===== src/hdl/f2c_pkg.sv =====
// Shared constants, types and arithmetic helpers for the Frenet-to-Cartesian pose block.
`default_nettype none
package f2c_pkg;

    localparam int MAX_SEGMENTS = 64;
    localparam int CORDIC_STEPS = 24;

    localparam int SEG_AW  = $clog2(MAX_SEGMENTS);
    localparam int COEF_AW = SEG_AW + 3;
    localparam int CNT_W   = $clog2(MAX_SEGMENTS + 1);
    localparam int IDX_W   = SEG_AW + 2;
    localparam int STEP_W  = $clog2(CORDIC_STEPS);
    localparam int CW      = 34;

    localparam logic REQ_WRITE = 1'b0;
    localparam logic REQ_QUERY = 1'b1;

    localparam logic [3:0] WS_START   = 4'd0;
    localparam logic [3:0] WS_FIRST_C = 4'd1;
    localparam logic [3:0] WS_LAST_C  = 4'd8;

    localparam logic signed [CW-1:0] Q28_PI      = 34'sd843314857;
    localparam logic signed [CW-1:0] Q28_HALF_PI = 34'sd421657428;
    localparam logic signed [CW-1:0] CORDIC_GAIN = 34'sd652032874;
    localparam logic signed [CW-1:0] Q30_ONE_W   = 34'sd1073741824;
    localparam logic signed [31:0]   Q30_ONE     = 32'sd1073741824;

    localparam logic signed [63:0] S64_MAX = 64'sh7FFF_FFFF_FFFF_FFFF;
    localparam logic signed [63:0] S64_MIN = 64'sh8000_0000_0000_0000;

    localparam logic signed [31:0] ATAN_LUT [16] = '{
        32'sd210828714, 32'sd124459457, 32'sd65760959, 32'sd33381290,
        32'sd16755422,  32'sd8385879,   32'sd4193963,  32'sd2097109,
        32'sd1048571,   32'sd524287,    32'sd262144,   32'sd131072,
        32'sd65536,     32'sd32768,     32'sd16384,    32'sd8192
    };

    typedef struct packed {
        logic               req_type;
        logic [5:0]         seg_index;
        logic [3:0]         word_select;
        logic signed [63:0] word_value;
        logic signed [31:0] arc_pos;
        logic signed [31:0] lateral_offset;
        logic signed [31:0] heading_offset;
    } req_t;

    typedef struct packed {
        logic signed [31:0] pos_x;
        logic signed [31:0] pos_y;
        logic signed [31:0] yaw;
        logic signed [31:0] quat_z;
        logic signed [31:0] quat_w;
        logic [5:0]         segment_used;
        logic               before_start;
    } res_t;

    typedef struct packed {
        logic               start_we;
        logic               coef_we;
        logic [SEG_AW-1:0]  seg;
        logic [2:0]         word;
        logic signed [63:0] data;
    } seg_wr_t;

    typedef struct packed {
        logic start;
        logic vec;
    } cordic_cmd_t;

    function automatic logic signed [CW-1:0] atan_step(input logic [STEP_W-1:0] i);
        if (int'(i) < 16)
            return CW'(ATAN_LUT[i[3:0]]);
        else if (int'(i) <= 28)
            return $signed(CW'(1) << (28 - int'(i)));
        else
            return '0;
    endfunction

    function automatic logic [63:0] mag64(input logic signed [63:0] v);
        return v[63] ? (64'd0 - 64'(v)) : 64'(v);
    endfunction

    function automatic logic [31:0] mag32(input logic signed [31:0] v);
        return v[31] ? (32'd0 - 32'(v)) : 32'(v);
    endfunction

    function automatic logic signed [63:0] add_sat64(input logic signed [63:0] a,
                                                      input logic signed [63:0] b);
        logic signed [63:0] s;
        s = a + b;
        if (a[63] == b[63] && s[63] != a[63])
            return a[63] ? S64_MIN : S64_MAX;
        return s;
    endfunction

    function automatic logic signed [31:0] sat32(input logic signed [63:0] v);
        if (v > 64'sd2147483647)
            return 32'sh7FFF_FFFF;
        if (v < -64'sd2147483648)
            return 32'sh8000_0000;
        return 32'(v);
    endfunction

endpackage
`default_nettype wire


===== src/hdl/f2c_mul.sv =====
// Shared multiplier: coefficient times arc position and offset products over one 32x32 array.
`default_nettype none
module f2c_mul (
    input  logic               clk,
    input  logic               rst_n,
    input  logic               start,
    input  logic signed [63:0] a,
    input  logic signed [31:0] b,
    output logic               done,
    output logic signed [63:0] prod_cs,
    output logic signed [63:0] prod_frac
);
    import f2c_pkg::*;

    localparam logic [1:0] PH_IDLE = 2'd0;
    localparam logic [1:0] PH_HI   = 2'd1;
    localparam logic [1:0] PH_LO   = 2'd2;
    localparam logic [1:0] PH_FIN  = 2'd3;

    logic [1:0]  ph_reg, ph_next;
    logic        done_reg;
    logic [63:0] mc_reg;
    logic [31:0] ms_reg;
    logic        neg_reg;
    logic [63:0] hi_reg, lo_reg;
    logic signed [63:0] cs_reg, frac_reg;

    logic [31:0] op_a;
    logic [63:0] prod;
    logic [63:0] r;
    logic [63:0] q;
    logic signed [63:0] cs_w, frac_w;

    assign op_a = (ph_reg == PH_HI) ? mc_reg[63:32] : mc_reg[31:0];
    assign prod = 64'(op_a) * 64'(ms_reg);
    assign r    = (hi_reg << 16) + (lo_reg >> 16);
    assign q    = lo_reg >> 30;

    always_comb
    begin
        if (hi_reg[63:47] != '0)
            cs_w = neg_reg ? S64_MIN : S64_MAX;
        else if (neg_reg)
            cs_w = r[63] ? S64_MIN : $signed(64'd0 - r);
        else
            cs_w = r[63] ? S64_MAX : $signed(r);
        frac_w = neg_reg ? $signed(64'd0 - q) : $signed(q);
    end

    always_comb
    begin
        ph_next = ph_reg;
        unique case (ph_reg)
            PH_IDLE: if (start) ph_next = PH_HI;
            PH_HI:   ph_next = PH_LO;
            PH_LO:   ph_next = PH_FIN;
            PH_FIN:  ph_next = PH_IDLE;
            default: ph_next = PH_IDLE;
        endcase
    end

    always_ff @(posedge clk or negedge rst_n)
    begin
        if (!rst_n)
        begin
            ph_reg   <= PH_IDLE;
            done_reg <= 1'b0;
        end
        else
        begin
            ph_reg   <= ph_next;
            done_reg <= (ph_reg == PH_FIN);
        end
    end

    always_ff @(posedge clk)
    begin
        if (ph_reg == PH_IDLE && start)
        begin
            mc_reg  <= mag64(a);
            ms_reg  <= mag32(b);
            neg_reg <= a[63] ^ b[31];
        end
        if (ph_reg == PH_HI)
            hi_reg <= prod;
        if (ph_reg == PH_LO)
            lo_reg <= prod;
        if (ph_reg == PH_FIN)
        begin
            cs_reg   <= cs_w;
            frac_reg <= frac_w;
        end
    end

    assign done      = done_reg;
    assign prod_cs   = cs_reg;
    assign prod_frac = frac_reg;
endmodule
`default_nettype wire


===== config.mk =====
export PLATFORM = sky130hd
export DESIGN_NAME = f2c_mul
export DESIGN_NICKNAME = d
export VERILOG_FILES = /design/src/hdl/f2c_pkg.sv /design/src/hdl/f2c_mul.sv
export SDC_FILE = /design/constraint.sdc
export NUM_CORES = 2
export LEC_CHECK = 0
export BUFFER_PORTS_ARGS = -buffer_cell sky130_fd_sc_hd__clkbuf_2
export CELL_PAD_IN_SITES_DETAIL_PLACEMENT = 1
export CELL_PAD_IN_SITES_GLOBAL_PLACEMENT = 1
export CORE_MARGIN = 2
export CORE_UTILIZATION = 46
export DETAILED_ROUTE_END_ITERATION = 7
export GPL_ROUTABILITY_DRIVEN = 0
export PLACE_DENSITY_LB_ADDON = 0.12
export SKIP_CTS_REPAIR_TIMING = 1
export SLEW_MARGIN = 20
export SYNTH_ARGS = -nofsm -noshare
export SYNTH_HDL_FRONTEND = slang
export SYNTH_SLANG_ARGS = --single-unit

===== constraint.sdc =====
create_clock -name clk -period 9.7 [get_ports clk]
set_input_delay 0.485 -clock clk [delete_from_list [all_inputs] [get_ports clk]]
set_output_delay 0.485 -clock clk [all_outputs]
set_load 0.01 [all_outputs]

## After elaboration in Yosys (flattened, before gate mapping)

Index checks and enable logic that the tools add are counted.

| operators by class | value |
|---|---|
| add/subtract/negate cells | 5 |
| $mul | 1 |
| equality and inequality tests | 4 |
| multiplexer cells | 11 |
| bitwise operators | 1 |
| reduce and logical (&&, ||, !) cells | 3 |

Operators by type and width:

| operator | number |
|---|---|
| two-way mux 64 bit | 4 |
| subtractor 1 x 64 -> 64 bit (first input constant) | 2 |
| two-way mux 63 bit | 2 |
| adder 64 x 48 -> 64 bit | 1 |
| multiplier 32 x 32 -> 64 bit | 1 |
| subtractor 1 x 34 -> 35 bit (first input constant) | 1 |
| two-way mux 34 bit | 1 |
| two-way mux 32 bit | 1 |
| subtractor 1 x 32 -> 32 bit (first input constant) | 1 |
| two-way mux 31 bit | 1 |
| nonzero test 17 bit | 1 |
| case mux 2 bit (4 select lines) | 1 |
| equality test 2 bit (second input constant) | 2 |
| equality test 2 x 1 -> 1 bit (second input constant) | 1 |
| zero test 2 bit | 1 |
| two-way mux 2 bit | 1 |
| != test 2 bit (second input constant) | 1 |
| logical AND 1 bit | 1 |
| XOR 1 bit | 1 |

| word-level totals | value |
|---|---|
| flip-flop bits (word level) | 327 |
| bits of input ports | 99 |
| output and inout port bits | 129 |
| logic and storage cells | 37 |

## Logic depth before layout (Yosys ltp)

| depth | value |
|---|---|
| word-level depth | 5 |
| gate-level depth with buffers | 33 |

## Least setup slack after synthesis

No wires, ideal clock.

| timing path | value |
|---|---|
| path type | reg2reg |
| start point | register ph_reg[1] |
| end point | register hi_reg[41], data pin |
| arrival time | 9,691 ps |
| setup slack | -255 ps |
| cell stages (with the launch flop) | 31 |
| path buffers | 3 |
| clock period less this slack | 9,955 ps |
| cells stage by stage | dfrtp_1 -> inv_1 -> ha_1 -> clkbuf_1 -> buf_1 -> mux2_2 -> clkbuf_1 -> and2_1 -> fa_1 -> inv_1 -> fa_1 -> fa_1 -> fa_1 -> inv_1 -> fa_1 -> inv_1 -> fa_1 -> inv_1 -> fa_1 -> fa_1 -> ha_1 -> a21o_1 -> a221o_1 -> a21oi_1 -> o22ai_1 -> and3_1 -> o41a_1 -> a21oi_1 -> o21bai_1 -> a21oi_1 -> xnor2_1 |

| on the way | value |
|---|---|
| longest elaborated chain between the ends | 3 |

Ends and longest elaborated chain:

| element | line | source |
|---|---|---|
| start: declaration | f2c_mul.sv:20 | `logic [1:0] ph_reg, ph_next;` |
| start signal: assignment | f2c_mul.sv:71 | `ph_reg <= ph_next;` |
| equality test 2 x 1 -> 1 bit | f2c_mul.sv:34 | `assign op_a = (ph_reg == PH_HI) ? mc_reg[63:32] : mc_reg[31:0];` |
| two-way mux 32 bit | f2c_mul.sv:34 |  |
| multiplier 32 x 32 -> 64 bit | f2c_mul.sv:35 | `assign prod = 64'(op_a) * 64'(ms_reg);` |
| via prod[41] | f2c_mul.sv:29 | `logic [63:0] prod;` |
| end signal: assignment | f2c_mul.sv:85 | `hi_reg <= prod;` |
| end: declaration | f2c_mul.sv:25 | `logic [63:0] hi_reg, lo_reg;` |

The timed path passes the listed nets, and every way through them passes these cells.
A chain may end at the register's enable or synchronous reset.

## Worst setup path in the final report

| timing path | value |
|---|---|
| start point | register ph_reg[1] |
| end point | register hi_reg[63], data pin |

The elaborated chain is that of the path after synthesis.

==> out/results.txt <==
Run status = finished, final reports clean
Kind of critical path = flip-flop to flip-flop
Num CTS Buffers = 38
MaxCap Viol Count = 0
Syn Area/Cell = 9.74 µm²
DR vias = 36500
Crit path DAT = 9.65 ns
Final hold viol count = 0
Reg2Reg Launch Point = ph_reg[1]
R2r endpoint = hi_reg[63]
Mapped Nets = 6486
Longest Clk Path Bufs = 3
Avg Vias per Cell = 5.47
Crit-path most repeated cell = fa_1
Period minus WS final = 9.32 ns
Vias in the first global route = 39900
CP startpoint kind = flip-flop
CTS H-tree depth = 2
Area Growth Syn to Fin = 7.13%
Total gr overflow = 0
WP data required = 10.03 ns
DRT iter0 DRCs = 2071
RSZ-0062 raised after global routing = no
Core area = 109000 µm²
Ys Warns = 0
Number of flops mapped to enable cells by yosys = 308
Yosys reg bits = 311
Die footprint = 113000 µm²
Share of the synthesized area in the top cell type = 35.5%
Sequential share of the synthesized area = 18.5%
Port Buffers = 227
Final max-slew violation count = 0
R2R setup slack = 0.38 ns
Ranking of synthesized cells by area = fa_1 36%, edfxtp_1 18%, and2_1 7.5%, ha_1 7.5%, inv_1 6.5%
Setup TNS = 0 ns
Synth cell types = 90
Initial antenna violation count = 3
Detail Route Antenna Nets = 0
GRT Overall Usage = 26.6%
Max incr delay on CP = 0.67 ns
Synth top cells by count = 897 x fa_1, 878 x inv_1, 609 x and2_1
Filler Cells Inserted = 12300
Ys async rst share = 0.965%
TritonCTS clock tree = yes
CP max stage cell = mux2_2
Synth Flop Type = edfxtp_1
DRT Pass-1 Iters = 5
Fmax = 107 MHz
CTS root buf = clkbuf_16
Largest net degree at the start of global routing = 66
Die H = 335 µm
Worst-skew pair later-pin latency = 0.61 ns
Hold path cells = 1
CP Capture Type = flip-flop
Nets = 6527
Hold crit path type = input pin to flip-flop
Final HPWL DP = 123 mm
Effective utilization at floorplan = 46.4%
Sink of the worst hold path = mc_reg[0]
Die W = 335 µm
Clk_skew = 0.0227 ns
Hold path start = a[0]
Share of cells above drive strength 1 = 8.26%
Max Fanout on Critical Path = 32
Final period util = 96.1%
First-pass GRT wire length = 231 mm
Top-count cell post-synth = fa_1
Path depth of the worst reg2reg path = 27
Drt wl/cell = 22.1 µm
Slew headroom = 23.7%
WL final = 147 mm
Mapped cell area = 50500 µm²
DRC violations left = 0
Clock transition at the registers of the reported paths = 0.06 ns
Final setup vio count = 0
# IOs = 228
Antenna cells = 0
Row Count = 121
Post-synthesis instance total = 5186
Synth area leader = fa_1
Worst Max-Slew Pin Slew = 1.14 ns
CTS sink count = 311
-- cell families after synthesis --
kind of cell | count (synthesis) | share of synthesized area (%)
flops | 311 | 18.5
xor+xnor | 216 | 3.74
simple gates | 1603 | 16.7
buf+inv | 1182 | 9.01
fa+ha+maj | 1201 | 43.1
mux | 49 | 1.05
compound gates | 624 | 7.98
-- through the flow --
stage / utilization (%) / cells / hold slack (ns) / area, µm² / worst slack (ns)
after floorplan: - / 5186 / 0.189 / 50500 / 0.405
after global placement: 48.5 / 6598 / 0.425 / 52800 / 0.467
after detailed placement: 48.5 / 6598 / 0.426 / 52800 / 0.305
after CTS: 49.7 / 6668 / -0.218 / 54100 / 0.279
after global routing: 49.7 / 6671 / 0.0789 / 54100 / 0.00482
final: 49.7 / 6671 / 0.0929 / 54100 / 0.379
-- area by class of cell --
class	instances	area [µm²]	area share [%]
Clock buffer	43	970	1.79
Clock inverter	27	315	0.582
Inverter	879	3300	6.10
Multi-Input combinational cell	3693	36700	67.8
Sequential cell	311	9320	17.2
Tap cell	1414	1770	3.27
Timing Repair Buffer	304	1730	3.20
-- cell usage in the layout (no fill, tap or decap), types with 31 or more instances in the layout --
cell       Yosys  layout
fa_1         897     897
inv_1        878     878
and2_1       609     608
nand2_1      561     561
edfxtp_1     308     308
ha_1         304     301
clkbuf_2       0     227
xnor2_1      179     179
o21ai_0      163     162
a21oi_1      152     151
nor2_1       108     108
a21o_1        79      79
buf_4         29      74
nor3_1        52      52
nand3_1       43      43
o31ai_1       43      43
or3_1         38      38
clkbuf_16      0      38
xor2_1        37      37
nand4_1       31      31
-- worst max path at each step --
| stage | slack (ns) | cells after the start | startpoint | end |
|---|---|---|---|---|
| 6_report | 0.38 | 27 | ph_reg[1] | hi_reg[63] |
| 5_1_grt | 0.005 | 29 | ph_reg[1] | hi_reg[63] |
| 4_1_cts | 0.28 | 29 | ph_reg[1] | hi_reg[63] |
| 3_5_place_dp | 0.31 | 29 | ph_reg[1] | lo_reg[63] |
| 3_3_place_gp | 0.47 | 29 | ph_reg[1] | hi_reg[63] |
| 2_1_floorplan | 0.41 | 30 | ph_reg[1] | hi_reg[41] |
-- layer usage --
layer	global-route usage, %	up-vias	wire length [µm]
met5	0	-	0
met4	5.67	0	3020
met3	3.37	140	7820
met2	43.6	896	68400
met1	37.9	19000	68200
li1	-	16500	-
-- worst max-delay path, delay by kind of cell (launching register included) --
kind / cells / cell delay [ns]
flops: 1 / 0.43
xor+xnor: 1 / 0.19
compound gates: 9 / 2.19
mux: 1 / 0.67
buf+inv: 4 / 0.46
simple gates: 2 / 0.43
fa+ha+maj: 10 / 4.65
Power is left out: the tool's default activity adds up to more than one toggle a clock period on the data nets, which glitch-free logic cannot reach.
