<file path="config.mk">
export PLATFORM = sky130hd
export DESIGN_NAME = f2c_cordic
export DESIGN_NICKNAME = d
export VERILOG_FILES = /design/src/hdl/f2c_pkg.sv /design/src/hdl/f2c_cordic.sv
export SDC_FILE = /design/constraint.sdc
export NUM_CORES = 2
export LEC_CHECK = 0
export BUFFER_PORTS_ARGS = -buffer_cell sky130_fd_sc_hd__buf_2
export CORE_ASPECT_RATIO = 2
export CORE_MARGIN = 3
export CORE_UTILIZATION = 48
export CTS_CLUSTER_DIAMETER = 60
export DETAILED_ROUTE_END_ITERATION = 10
export PLACE_DENSITY_LB_ADDON = 0.12
export SYNTH_ARGS = -nofsm -noshare
export SYNTH_HDL_FRONTEND = slang
export SYNTH_SLANG_ARGS = --single-unit
</file>
<file path="constraint.sdc">
create_clock -name clk -period 12.2 [get_ports clk]
set_input_delay 2.44 -clock clk [delete_from_list [all_inputs] [get_ports clk]]
set_output_delay 2.44 -clock clk [all_outputs]
set_load 0.005 [all_outputs]
</file>
<file path="src/hdl/f2c_pkg.sv">
// Shared constants, types and arithmetic helpers for the Frenet-to-Cartesian pose block.
`default_nettype none
package f2c_pkg;

    localparam int MAX_SEGMENTS = 64;
    localparam int CORDIC_STEPS = 24;

    localparam int SEG_AW  = $clog2(MAX_SEGMENTS);
    localparam int COEF_AW = SEG_AW + 3;
    localparam int CNT_W   = $clog2(MAX_SEGMENTS + 1);
    localparam int IDX_W   = SEG_AW + 2;
    localparam int STEP_W  = $clog2(CORDIC_STEPS);
    localparam int CW      = 34;

    localparam logic REQ_WRITE = 1'b0;
    localparam logic REQ_QUERY = 1'b1;

    localparam logic [3:0] WS_START   = 4'd0;
    localparam logic [3:0] WS_FIRST_C = 4'd1;
    localparam logic [3:0] WS_LAST_C  = 4'd8;

    localparam logic signed [CW-1:0] Q28_PI      = 34'sd843314857;
    localparam logic signed [CW-1:0] Q28_HALF_PI = 34'sd421657428;
    localparam logic signed [CW-1:0] CORDIC_GAIN = 34'sd652032874;
    localparam logic signed [CW-1:0] Q30_ONE_W   = 34'sd1073741824;
    localparam logic signed [31:0]   Q30_ONE     = 32'sd1073741824;

    localparam logic signed [63:0] S64_MAX = 64'sh7FFF_FFFF_FFFF_FFFF;
    localparam logic signed [63:0] S64_MIN = 64'sh8000_0000_0000_0000;

    localparam logic signed [31:0] ATAN_LUT [16] = '{
        32'sd210828714, 32'sd124459457, 32'sd65760959, 32'sd33381290,
        32'sd16755422,  32'sd8385879,   32'sd4193963,  32'sd2097109,
        32'sd1048571,   32'sd524287,    32'sd262144,   32'sd131072,
        32'sd65536,     32'sd32768,     32'sd16384,    32'sd8192
    };

    typedef struct packed {
        logic               req_type;
        logic [5:0]         seg_index;
        logic [3:0]         word_select;
        logic signed [63:0] word_value;
        logic signed [31:0] arc_pos;
        logic signed [31:0] lateral_offset;
        logic signed [31:0] heading_offset;
    } req_t;

    typedef struct packed {
        logic signed [31:0] pos_x;
        logic signed [31:0] pos_y;
        logic signed [31:0] yaw;
        logic signed [31:0] quat_z;
        logic signed [31:0] quat_w;
        logic [5:0]         segment_used;
        logic               before_start;
    } res_t;

    typedef struct packed {
        logic               start_we;
        logic               coef_we;
        logic [SEG_AW-1:0]  seg;
        logic [2:0]         word;
        logic signed [63:0] data;
    } seg_wr_t;

    typedef struct packed {
        logic start;
        logic vec;
    } cordic_cmd_t;

    function automatic logic signed [CW-1:0] atan_step(input logic [STEP_W-1:0] i);
        if (int'(i) < 16)
            return CW'(ATAN_LUT[i[3:0]]);
        else if (int'(i) <= 28)
            return $signed(CW'(1) << (28 - int'(i)));
        else
            return '0;
    endfunction

    function automatic logic [63:0] mag64(input logic signed [63:0] v);
        return v[63] ? (64'd0 - 64'(v)) : 64'(v);
    endfunction

    function automatic logic [31:0] mag32(input logic signed [31:0] v);
        return v[31] ? (32'd0 - 32'(v)) : 32'(v);
    endfunction

    function automatic logic signed [63:0] add_sat64(input logic signed [63:0] a,
                                                      input logic signed [63:0] b);
        logic signed [63:0] s;
        s = a + b;
        if (a[63] == b[63] && s[63] != a[63])
            return a[63] ? S64_MIN : S64_MAX;
        return s;
    endfunction

    function automatic logic signed [31:0] sat32(input logic signed [63:0] v);
        if (v > 64'sd2147483647)
            return 32'sh7FFF_FFFF;
        if (v < -64'sd2147483648)
            return 32'sh8000_0000;
        return 32'(v);
    endfunction

endpackage
`default_nettype wire

</file>
<file path="src/hdl/f2c_cordic.sv">
// Shared CORDIC unit: vectoring for atan2, rotation for cosine and sine, one step a cycle.
`default_nettype none
module f2c_cordic (
    input  logic                   clk,
    input  logic                   rst_n,
    input  f2c_pkg::cordic_cmd_t   cmd,
    input  logic signed [63:0]     vec_x,
    input  logic signed [63:0]     vec_y,
    input  logic signed [31:0]     rot_z,
    output logic                   done,
    output logic signed [31:0]     angle,
    output logic signed [31:0]     cos_out,
    output logic signed [31:0]     sin_out
);
    import f2c_pkg::*;

    localparam logic [2:0] C_IDLE = 3'd0;
    localparam logic [2:0] C_NORM = 3'd1;
    localparam logic [2:0] C_PREP = 3'd2;
    localparam logic [2:0] C_RED  = 3'd3;
    localparam logic [2:0] C_ITER = 3'd4;
    localparam logic [2:0] C_POST = 3'd5;

    logic [2:0]  cst_reg, cst_next;
    logic        done_reg, done_next;
    logic        vec_reg;
    logic [63:0] mx_reg, my_reg;
    logic        sx_reg, sy_reg;
    logic signed [CW-1:0] x_reg, y_reg, z_reg;
    logic        flip_reg;
    logic [STEP_W-1:0] i_reg;
    logic signed [31:0] angle_reg, cos_reg, sin_reg;

    logic [63:0] m_or;
    logic signed [CW-1:0] xs, ys, x_sh, y_sh, a_step, xr, yr;
    logic up;

    assign m_or   = mx_reg | my_reg;
    assign xs     = sx_reg ? $signed(CW'(0) - CW'(mx_reg)) : $signed(CW'(mx_reg));
    assign ys     = sy_reg ? $signed(CW'(0) - CW'(my_reg)) : $signed(CW'(my_reg));
    assign x_sh   = x_reg >>> i_reg;
    assign y_sh   = y_reg >>> i_reg;
    assign a_step = atan_step(i_reg);
    assign up     = vec_reg ? y_reg[CW-1] : !z_reg[CW-1];
    assign xr     = flip_reg ? -x_reg : x_reg;
    assign yr     = flip_reg ? -y_reg : y_reg;

    function automatic logic signed [31:0] clamp_unit(input logic signed [CW-1:0] v);
        if (v > Q30_ONE_W)
            return Q30_ONE;
        if (v < -Q30_ONE_W)
            return -Q30_ONE;
        return 32'(v);
    endfunction

    always_comb
    begin
        cst_next  = cst_reg;
        done_next = 1'b0;
        unique case (cst_reg)
            C_IDLE:
                if (cmd.start)
                begin
                    if (!cmd.vec)
                        cst_next = C_RED;
                    else if (vec_x == '0 && vec_y == '0)
                        done_next = 1'b1;
                    else
                        cst_next = C_NORM;
                end
            C_NORM:
                if (m_or[63:38] == '0 && m_or[63:30] == '0 && m_or[63:21] != '0
                    && m_or[63:29] != '0)
                    cst_next = C_PREP;
            C_PREP:
                cst_next = C_ITER;
            C_RED:
                if (!(z_reg > Q28_HALF_PI) && !(z_reg < -Q28_HALF_PI))
                    cst_next = C_ITER;
            C_ITER:
                if (i_reg == STEP_W'(CORDIC_STEPS - 1))
                    cst_next = C_POST;
            C_POST:
            begin
                cst_next  = C_IDLE;
                done_next = 1'b1;
            end
            default:
                cst_next = C_IDLE;
        endcase
    end

    always_ff @(posedge clk or negedge rst_n)
    begin
        if (!rst_n)
        begin
            cst_reg  <= C_IDLE;
            done_reg <= 1'b0;
        end
        else
        begin
            cst_reg  <= cst_next;
            done_reg <= done_next;
        end
    end

    always_ff @(posedge clk)
    begin
        unique case (cst_reg)
            C_IDLE:
                if (cmd.start)
                begin
                    vec_reg  <= cmd.vec;
                    mx_reg   <= mag64(vec_x);
                    my_reg   <= mag64(vec_y);
                    sx_reg   <= vec_x[63];
                    sy_reg   <= vec_y[63];
                    z_reg    <= CW'(rot_z);
                    x_reg    <= CORDIC_GAIN;
                    y_reg    <= '0;
                    flip_reg <= 1'b0;
                    i_reg    <= '0;
                    if (cmd.vec)
                        angle_reg <= '0;
                end
            C_NORM:
                // scale the larger magnitude into [2^29, 2^30)
                priority if (m_or[63:38] != '0)
                begin
                    mx_reg <= mx_reg >> 8;
                    my_reg <= my_reg >> 8;
                end
                else if (m_or[63:30] != '0)
                begin
                    mx_reg <= mx_reg >> 1;
                    my_reg <= my_reg >> 1;
                end
                else if (m_or[63:21] == '0)
                begin
                    mx_reg <= mx_reg << 8;
                    my_reg <= my_reg << 8;
                end
                else if (m_or[63:29] == '0)
                begin
                    mx_reg <= mx_reg << 1;
                    my_reg <= my_reg << 1;
                end
                else
                begin
                    mx_reg <= mx_reg;
                    my_reg <= my_reg;
                end
            C_PREP:
                // fold the left half plane onto the right
                if (xs[CW-1])
                begin
                    z_reg <= ys[CW-1] ? -Q28_PI : Q28_PI;
                    x_reg <= -xs;
                    y_reg <= -ys;
                end
                else
                begin
                    z_reg <= '0;
                    x_reg <= xs;
                    y_reg <= ys;
                end
            C_RED:
                priority if (z_reg > Q28_HALF_PI)
                begin
                    z_reg    <= z_reg - Q28_PI;
                    flip_reg <= !flip_reg;
                end
                else if (z_reg < -Q28_HALF_PI)
                begin
                    z_reg    <= z_reg + Q28_PI;
                    flip_reg <= !flip_reg;
                end
                else
                    z_reg <= z_reg;
            C_ITER:
            begin
                if (up)
                begin
                    x_reg <= x_reg - y_sh;
                    y_reg <= y_reg + x_sh;
                    z_reg <= z_reg - a_step;
                end
                else
                begin
                    x_reg <= x_reg + y_sh;
                    y_reg <= y_reg - x_sh;
                    z_reg <= z_reg + a_step;
                end
                i_reg <= i_reg + STEP_W'(1);
            end
            C_POST:
                if (vec_reg)
                    angle_reg <= 32'(z_reg);
                else
                begin
                    cos_reg <= clamp_unit(xr);
                    sin_reg <= clamp_unit(yr);
                end
            default:
                vec_reg <= 1'b0;
        endcase
    end

    assign done    = done_reg;
    assign angle   = angle_reg;
    assign cos_out = cos_reg;
    assign sin_out = sin_reg;
endmodule
`default_nettype wire

</file>
; ---- Yosys cells after proc, flatten, opt, wreduce, memory -nomap -nowiden
; Memory sizes are Yosys's and may differ from the RTL's.
; Cells that the tools add are included.
[classes]
n_lt_le_gt_ge = 9
eq_ne = 15
shifts = 3
n_bitwise = 4
add_sub_neg = 18
mux = 83
n_reduce_logical = 37
[ops]
columns = cell, count
row1 = two-way mux 64 bit, 12
row2 = two-way mux 34 bit, 18
row3 = two-way mux 32 bit, 13
row4 = one-hot mux 64 bit (2 select lines), 2
row5 = one-hot mux 34 bit (3 select lines), 2
row6 = negation 34 bit, 4
row7 = one-hot mux 34 bit (4 select lines), 1
row8 = zero test 64 bit, 2
row9 = "subtractor 1 x 64 -> 64 bit, first input constant", 2
row10 = adder 34 bit, 3
row11 = subtractor 34 bit, 3
row12 = "> comparator 34 x 32 -> 1 bit, second input constant", 2
row13 = "less-than comparator 34 x 31 -> 1 bit, second input constant", 2
row14 = >>> shifter 34 x 5 -> 34 bit, 2
row15 = "subtractor 1 x 34 -> 34 bit, first input constant", 2
row16 = bitwise OR 64 bit, 1
row17 = one-hot mux 32 bit (2 select lines), 1
row18 = zero test 43 bit, 1
row19 = nonzero test 43 bit, 1
row20 = zero test 35 bit, 1
row21 = nonzero test 35 bit, 1
row22 = "adder 34 x 31 -> 34 bit, second input constant", 1
row23 = "> comparator 34 x 30 -> 1 bit, second input constant", 1
row24 = zero test 34 bit, 1
row25 = other kinds (37), 90
[totals]
ff_bits = 339
input_bits = 164
mem_count = 1
elab_cells = 185
mem_bits_ro = 512
[memory_table]
columns = name, words, word_bits, read_ports, rd_ports_with_merged_regs, write_ports, line
row1 = (no name shown), 16, 32, 1, 0, 0, f2c_pkg.sv:73  ; return CW'(ATAN_LUT[i[3:0]]);

; ---- Depth between registers and ports, before layout
[logic_depth]
word_depth = 11
mapped_depth = 32
mapped_depth_nobuf = 27

; ---- Least setup slack after synthesis
; OpenSTA, ideal clock, no wires.
[synth_timing]
path_type = input to register
from = input port cmd[1] in the netlist's numbering
to = register x_reg[0] (enable)
cell_stages = 2
setup_time_ns = 0.595
arrival_ns = 7.532
path_slack_ns = 4.073
path_cell_list = nor3_1 -> a211oi_1
[synth_via]
elab_chain_cells = 2
[synth_lines]
columns = item, line
row1 = start: declaration, f2c_cordic.sv:6  ; input f2c_pkg::cordic_cmd_t cmd,
row2 = != test 2 bit (no line), n/a
row3 = AND reduction 2 bit (no line), n/a
row4 = end signal: assignment, f2c_cordic.sv:158  ; x_reg <= -xs;
row5 = end signal: assignment, f2c_cordic.sv:164  ; x_reg <= xs;
row6 = end signal: assignment, f2c_cordic.sv:184  ; x_reg <= x_reg - y_sh;
row7 = end: declaration, f2c_cordic.sv:29  ; logic signed [CW-1:0] x_reg, y_reg, z_reg;
; No other way between the ends.
; A chain may end at the register's enable or synchronous reset.

; ---- Final worst setup path
[layout_timing]
from = register i_reg[0]
to = register x_reg[32] (data pin)
[layout_via]
elab_chain_cells = 4
word_cells_on_any_way = 5
cone_classes = 2 x add/sub / 1 x shift / 2 x mux
[layout_lines]
columns = item, line
row1 = start: declaration, f2c_cordic.sv:31  ; logic [STEP_W-1:0] i_reg;
row2 = start signal: assignment, f2c_cordic.sv:194  ; i_reg <= i_reg + STEP_W'(1);
row3 = >>> shifter 34 x 5 -> 34 bit (*), f2c_cordic.sv:42  ; assign y_sh = y_reg >>> i_reg;
row4 = adder 34 bit or subtractor 34 bit (tied branches), "f2c_cordic.sv:190, f2c_cordic.sv:184"
row5 = two-way mux 34 bit (*), f2c_cordic.sv:182  ; if (up)
row6 = one-hot mux 34 bit (3 select lines) (*), f2c_cordic.sv:109  ; unique case (cst_reg)
row7 = end signal: assignment, f2c_cordic.sv:158
row8 = end signal: assignment, f2c_cordic.sv:184
row9 = end signal: assignment, f2c_cordic.sv:190  ; x_reg <= x_reg + y_sh;
; Mark *: on every way between the ends. The rest lies on a longest branch, timed or not.

==> flow_metrics.py <==
metrics = {
    "run_status": {
        "outcome": "finished, violations left",
        "violations": "capacitance limit, slew limit",
    },
    "synthesis": {
        "synth.area.mux_share_pct": 6.49,
        "synth_compound_area_share_pct": 23.4,
        "synthCells": 4355,
        "syn_area_sq_um": 35900,
        "synth-simple-area-share_pct": 21.2,
        "syn_nets": 4641,
        "synth-main-ff-cell": "edfxtp_1",
        "synthDistinctLibCells": 100,
        "yosysSeqAreaShare_pct": 28.3,
        "yosysWarnings": 0,
        "synth-adder-area-share_pct": 4.31,
        "synth_xor_area_share_pct": 11.5,
        "synth_top_family_by_area": "compound AO/OA/AOI/OAI gates",
        "avgSynthCellArea_sq_um": 8.24,
        "synth-edff-count": 335,
        "yosys_register_bits": 339,
        "synthArstFlopShare_pct": 1.18,
    },
    "clock_network": {
        "cts_hold_buf": 0,
        "insertion_delay_ns": 0.60,
        "root_buffer": "clkbuf_16",
        "h-tree-depth": 2,
        "clockBufferDepth": 3,
        "numCtsBuffers": 36,
        "cts.clk_slew.worst_paths_ns": 0.06,
        "cts_sinks": 339,
        "cts_setup_buffers": 0,
        "tritoncts": "yes",
        "cts-resized-gates": 0,
    },
    "timing": {
        "fin_worst_skew_ns": 0.0321,
        "tightest_slew_ns": 1.61,
        "final.setup.worst_slack_ns": 4.30,
        "finalHoldViolCount": 0,
        "setup_tns_ns": 0,
        "holdWs_ns": 0.574,
        "rsz0062_at_grt": "false",
        "period_minus_slack_ns": 7.90,
        "setup_viol": 0,
        "clock.fmax_ghz": 0.127,
        "max-slew-margin-rel_pct": -7.85,
        "period_share_pct": 64.7,
        "slew_violations": 6,
    },
    "die": {
        "die_area_sq_um": 78300,
        "coreArea_sq_um": 73900,
        "initial_core_util_pct": 48.6,
        "io_pins": 261,
        "die_w_um": 199,
        "die_y_um": 393,
        "rows": 141,
    },
    "worst_setup_path": {
        "critPathKind": "reg2reg",
        "worstSetupEndpointType": "register",
        "start_kind": "register",
        "crit_fanout": 61,
        "worstPathRequired_ns": 12.58,
        "rrSetupSlack_ns": 4.30,
        "cp.arrival_ns": 8.27,
    },
    "routing": {
        "drtIter0Drc": 2912,
        "drtAntennaViolNets": 0,
        "drc_errors": 0,
        "vias": 35700,
        "wl_per_cell_um": 28.9,
        "wl_mm": 155,
        "routed_via_density": 6.68,
        "firstDrtPassIters": 5,
    },
    "global_route": {
        "grt_max_degree": 97,
        "use_met3_pct": 9.46,
        "grt_util_met1_pct": 37.2,
        "grt_remaining_overflow": 0,
        "grt_pass1_wl_mm": 226,
        "grt_pass1_vias": 35100,
        "grt-busiest-layer": "met2",
        "grt_use_total_pct": 38.7,
        "gr-usage-met2_pct": 67.9,
        "antenna_found_initial": 4,
    },
    "worst_hold_path": {
        "hold_class": "reg2reg",
    },
    "job": {
        "maxCapViolCount": 2,
    },
    "placement": {
        "dp_hpwl_mm": 117,
        "io_buffer_count": 260,
        "place_ws_ns": 4.50,
        "place_congestion": 1.07,
    },
    "layout": {
        "fillCellCount": 7140,
        "most-common-layout-cells": "420 x nor2_1, 420 x nand2_1, 335 x edfxtp_1, 321 x a21oi_1, 281 x o21ai_0",
        "drive_gt1_share_pct": 13.3,
        "synthToLayoutAreaGrowth_pct": 8.16,
        "nets": 4674,
    },
}
-- layer usage --
metal | vias to the layer above | share of wire [%]
met5 | - | 0
met4 | 0 | 11
met3 | 636 | 7.3
met2 | 1689 | 50
met1 | 17000 | 32
li1 | 16300 | -
-- final cells by class --
class,count,area [sq um],share of cell area (%)
timing repair buffer,333,1850,4.77
tap,929,1160,2.99
antenna,6,15.0,0.0387
inverter,87,327,0.841
clock buffer,40,937,2.41
multi-input combinational,3591,24200,62.3
sequential,339,10200,26.2
clock inverter,23,200,0.516
-- worst max-delay path: stages, from the launching register on --
cell and delay (ns):
edfxtp_1 0.32, buf_4 0.62, buf_4 0.75, mux4_2 0.55, mux2i_1 0.57, o21ai_0 0.21
nor3_1 0.43, nand4_1 0.42, nor4_2 0.66, and3_1 0.31, nor2_1 0.07, xnor2_1 0.16
ha_1 0.39, nand4_1 0.15, nor3_1 0.37, a211oi_1 0.19, o31ai_1 0.67, nand3_1 0.17
and3b_1 0.21, o32ai_1 0.31
-- path summary, 6_finish.rpt --
path                            start          to  cells after the start
setup / recovery             i_reg[0]   x_reg[32]                     19
hold / removal             my_reg[50]  my_reg[42]                      2
setup reg to reg             i_reg[0]   x_reg[32]                     19
hold reg to reg            my_reg[50]  my_reg[42]                      2
max in group asynchronous       rst_n  cst_reg[2]                      1
min in group asynchronous       rst_n        done                      1
-- metrics by stage --
stage / utilization, % / std cells / area, sq um
2_1_floorplan: - / 4355 / 35900
3_3_place_gp: 50.9 / 5275 / 37600
3_5_place_dp: 50.9 / 5275 / 37600
4_1_cts: 52.5 / 5338 / 38800
5_1_grt: 52.5 / 5343 / 38800
6_report: 52.5 / 5348 / 38800
-- Yosys cell counts (all sizes together), types with 13 or more instances --
cell,n,area (sq um)
and3,23,149
nor2,424,1590
inv,85,319
ha,119,1490
nand2,423,1590
or4,48,368
o21bai,18,135
a32oi,15,131
xnor2,190,1660
a311oi,33,289
a21o,52,390
mux4,63,1420
a21oi,324,1630
buf,73,382
o41ai,43,407
a31oi,58,363
or3,69,432
nor4,60,409
o22ai,70,438
nand2b,52,325
o21a,39,293
nand3,102,510
xor2,280,2450
edfxtp,335,10100
a21boi,17,128
nor3,104,521
clkbuf,265,996
o31ai,78,586
and2,58,363
o211ai,36,270
or2,45,282
a221oi,13,120
o21ai,291,1460
mux2,31,349
nand4,34,213
a211oi,96,731
mux2i,56,561
nor2b,34,213
a22oi,13,97.6
-- logic make-up (layout without fill, tap and decap cells) --
group                    Yosys count  after routing
adder cells (fa/ha/maj)          122            122
buffers and inverters            425            483
AND/OR/NAND/NOR                 1548           1548
XOR/XNOR                         471            471
flip-flops                       339            339
AO/OA/AOI/OAI                   1300           1300
multiplexers                     150            150
other                              0              6
Power is left out: the tool's default activity adds up to more than one toggle a clock period on the data nets, which glitch-free logic cannot reach.
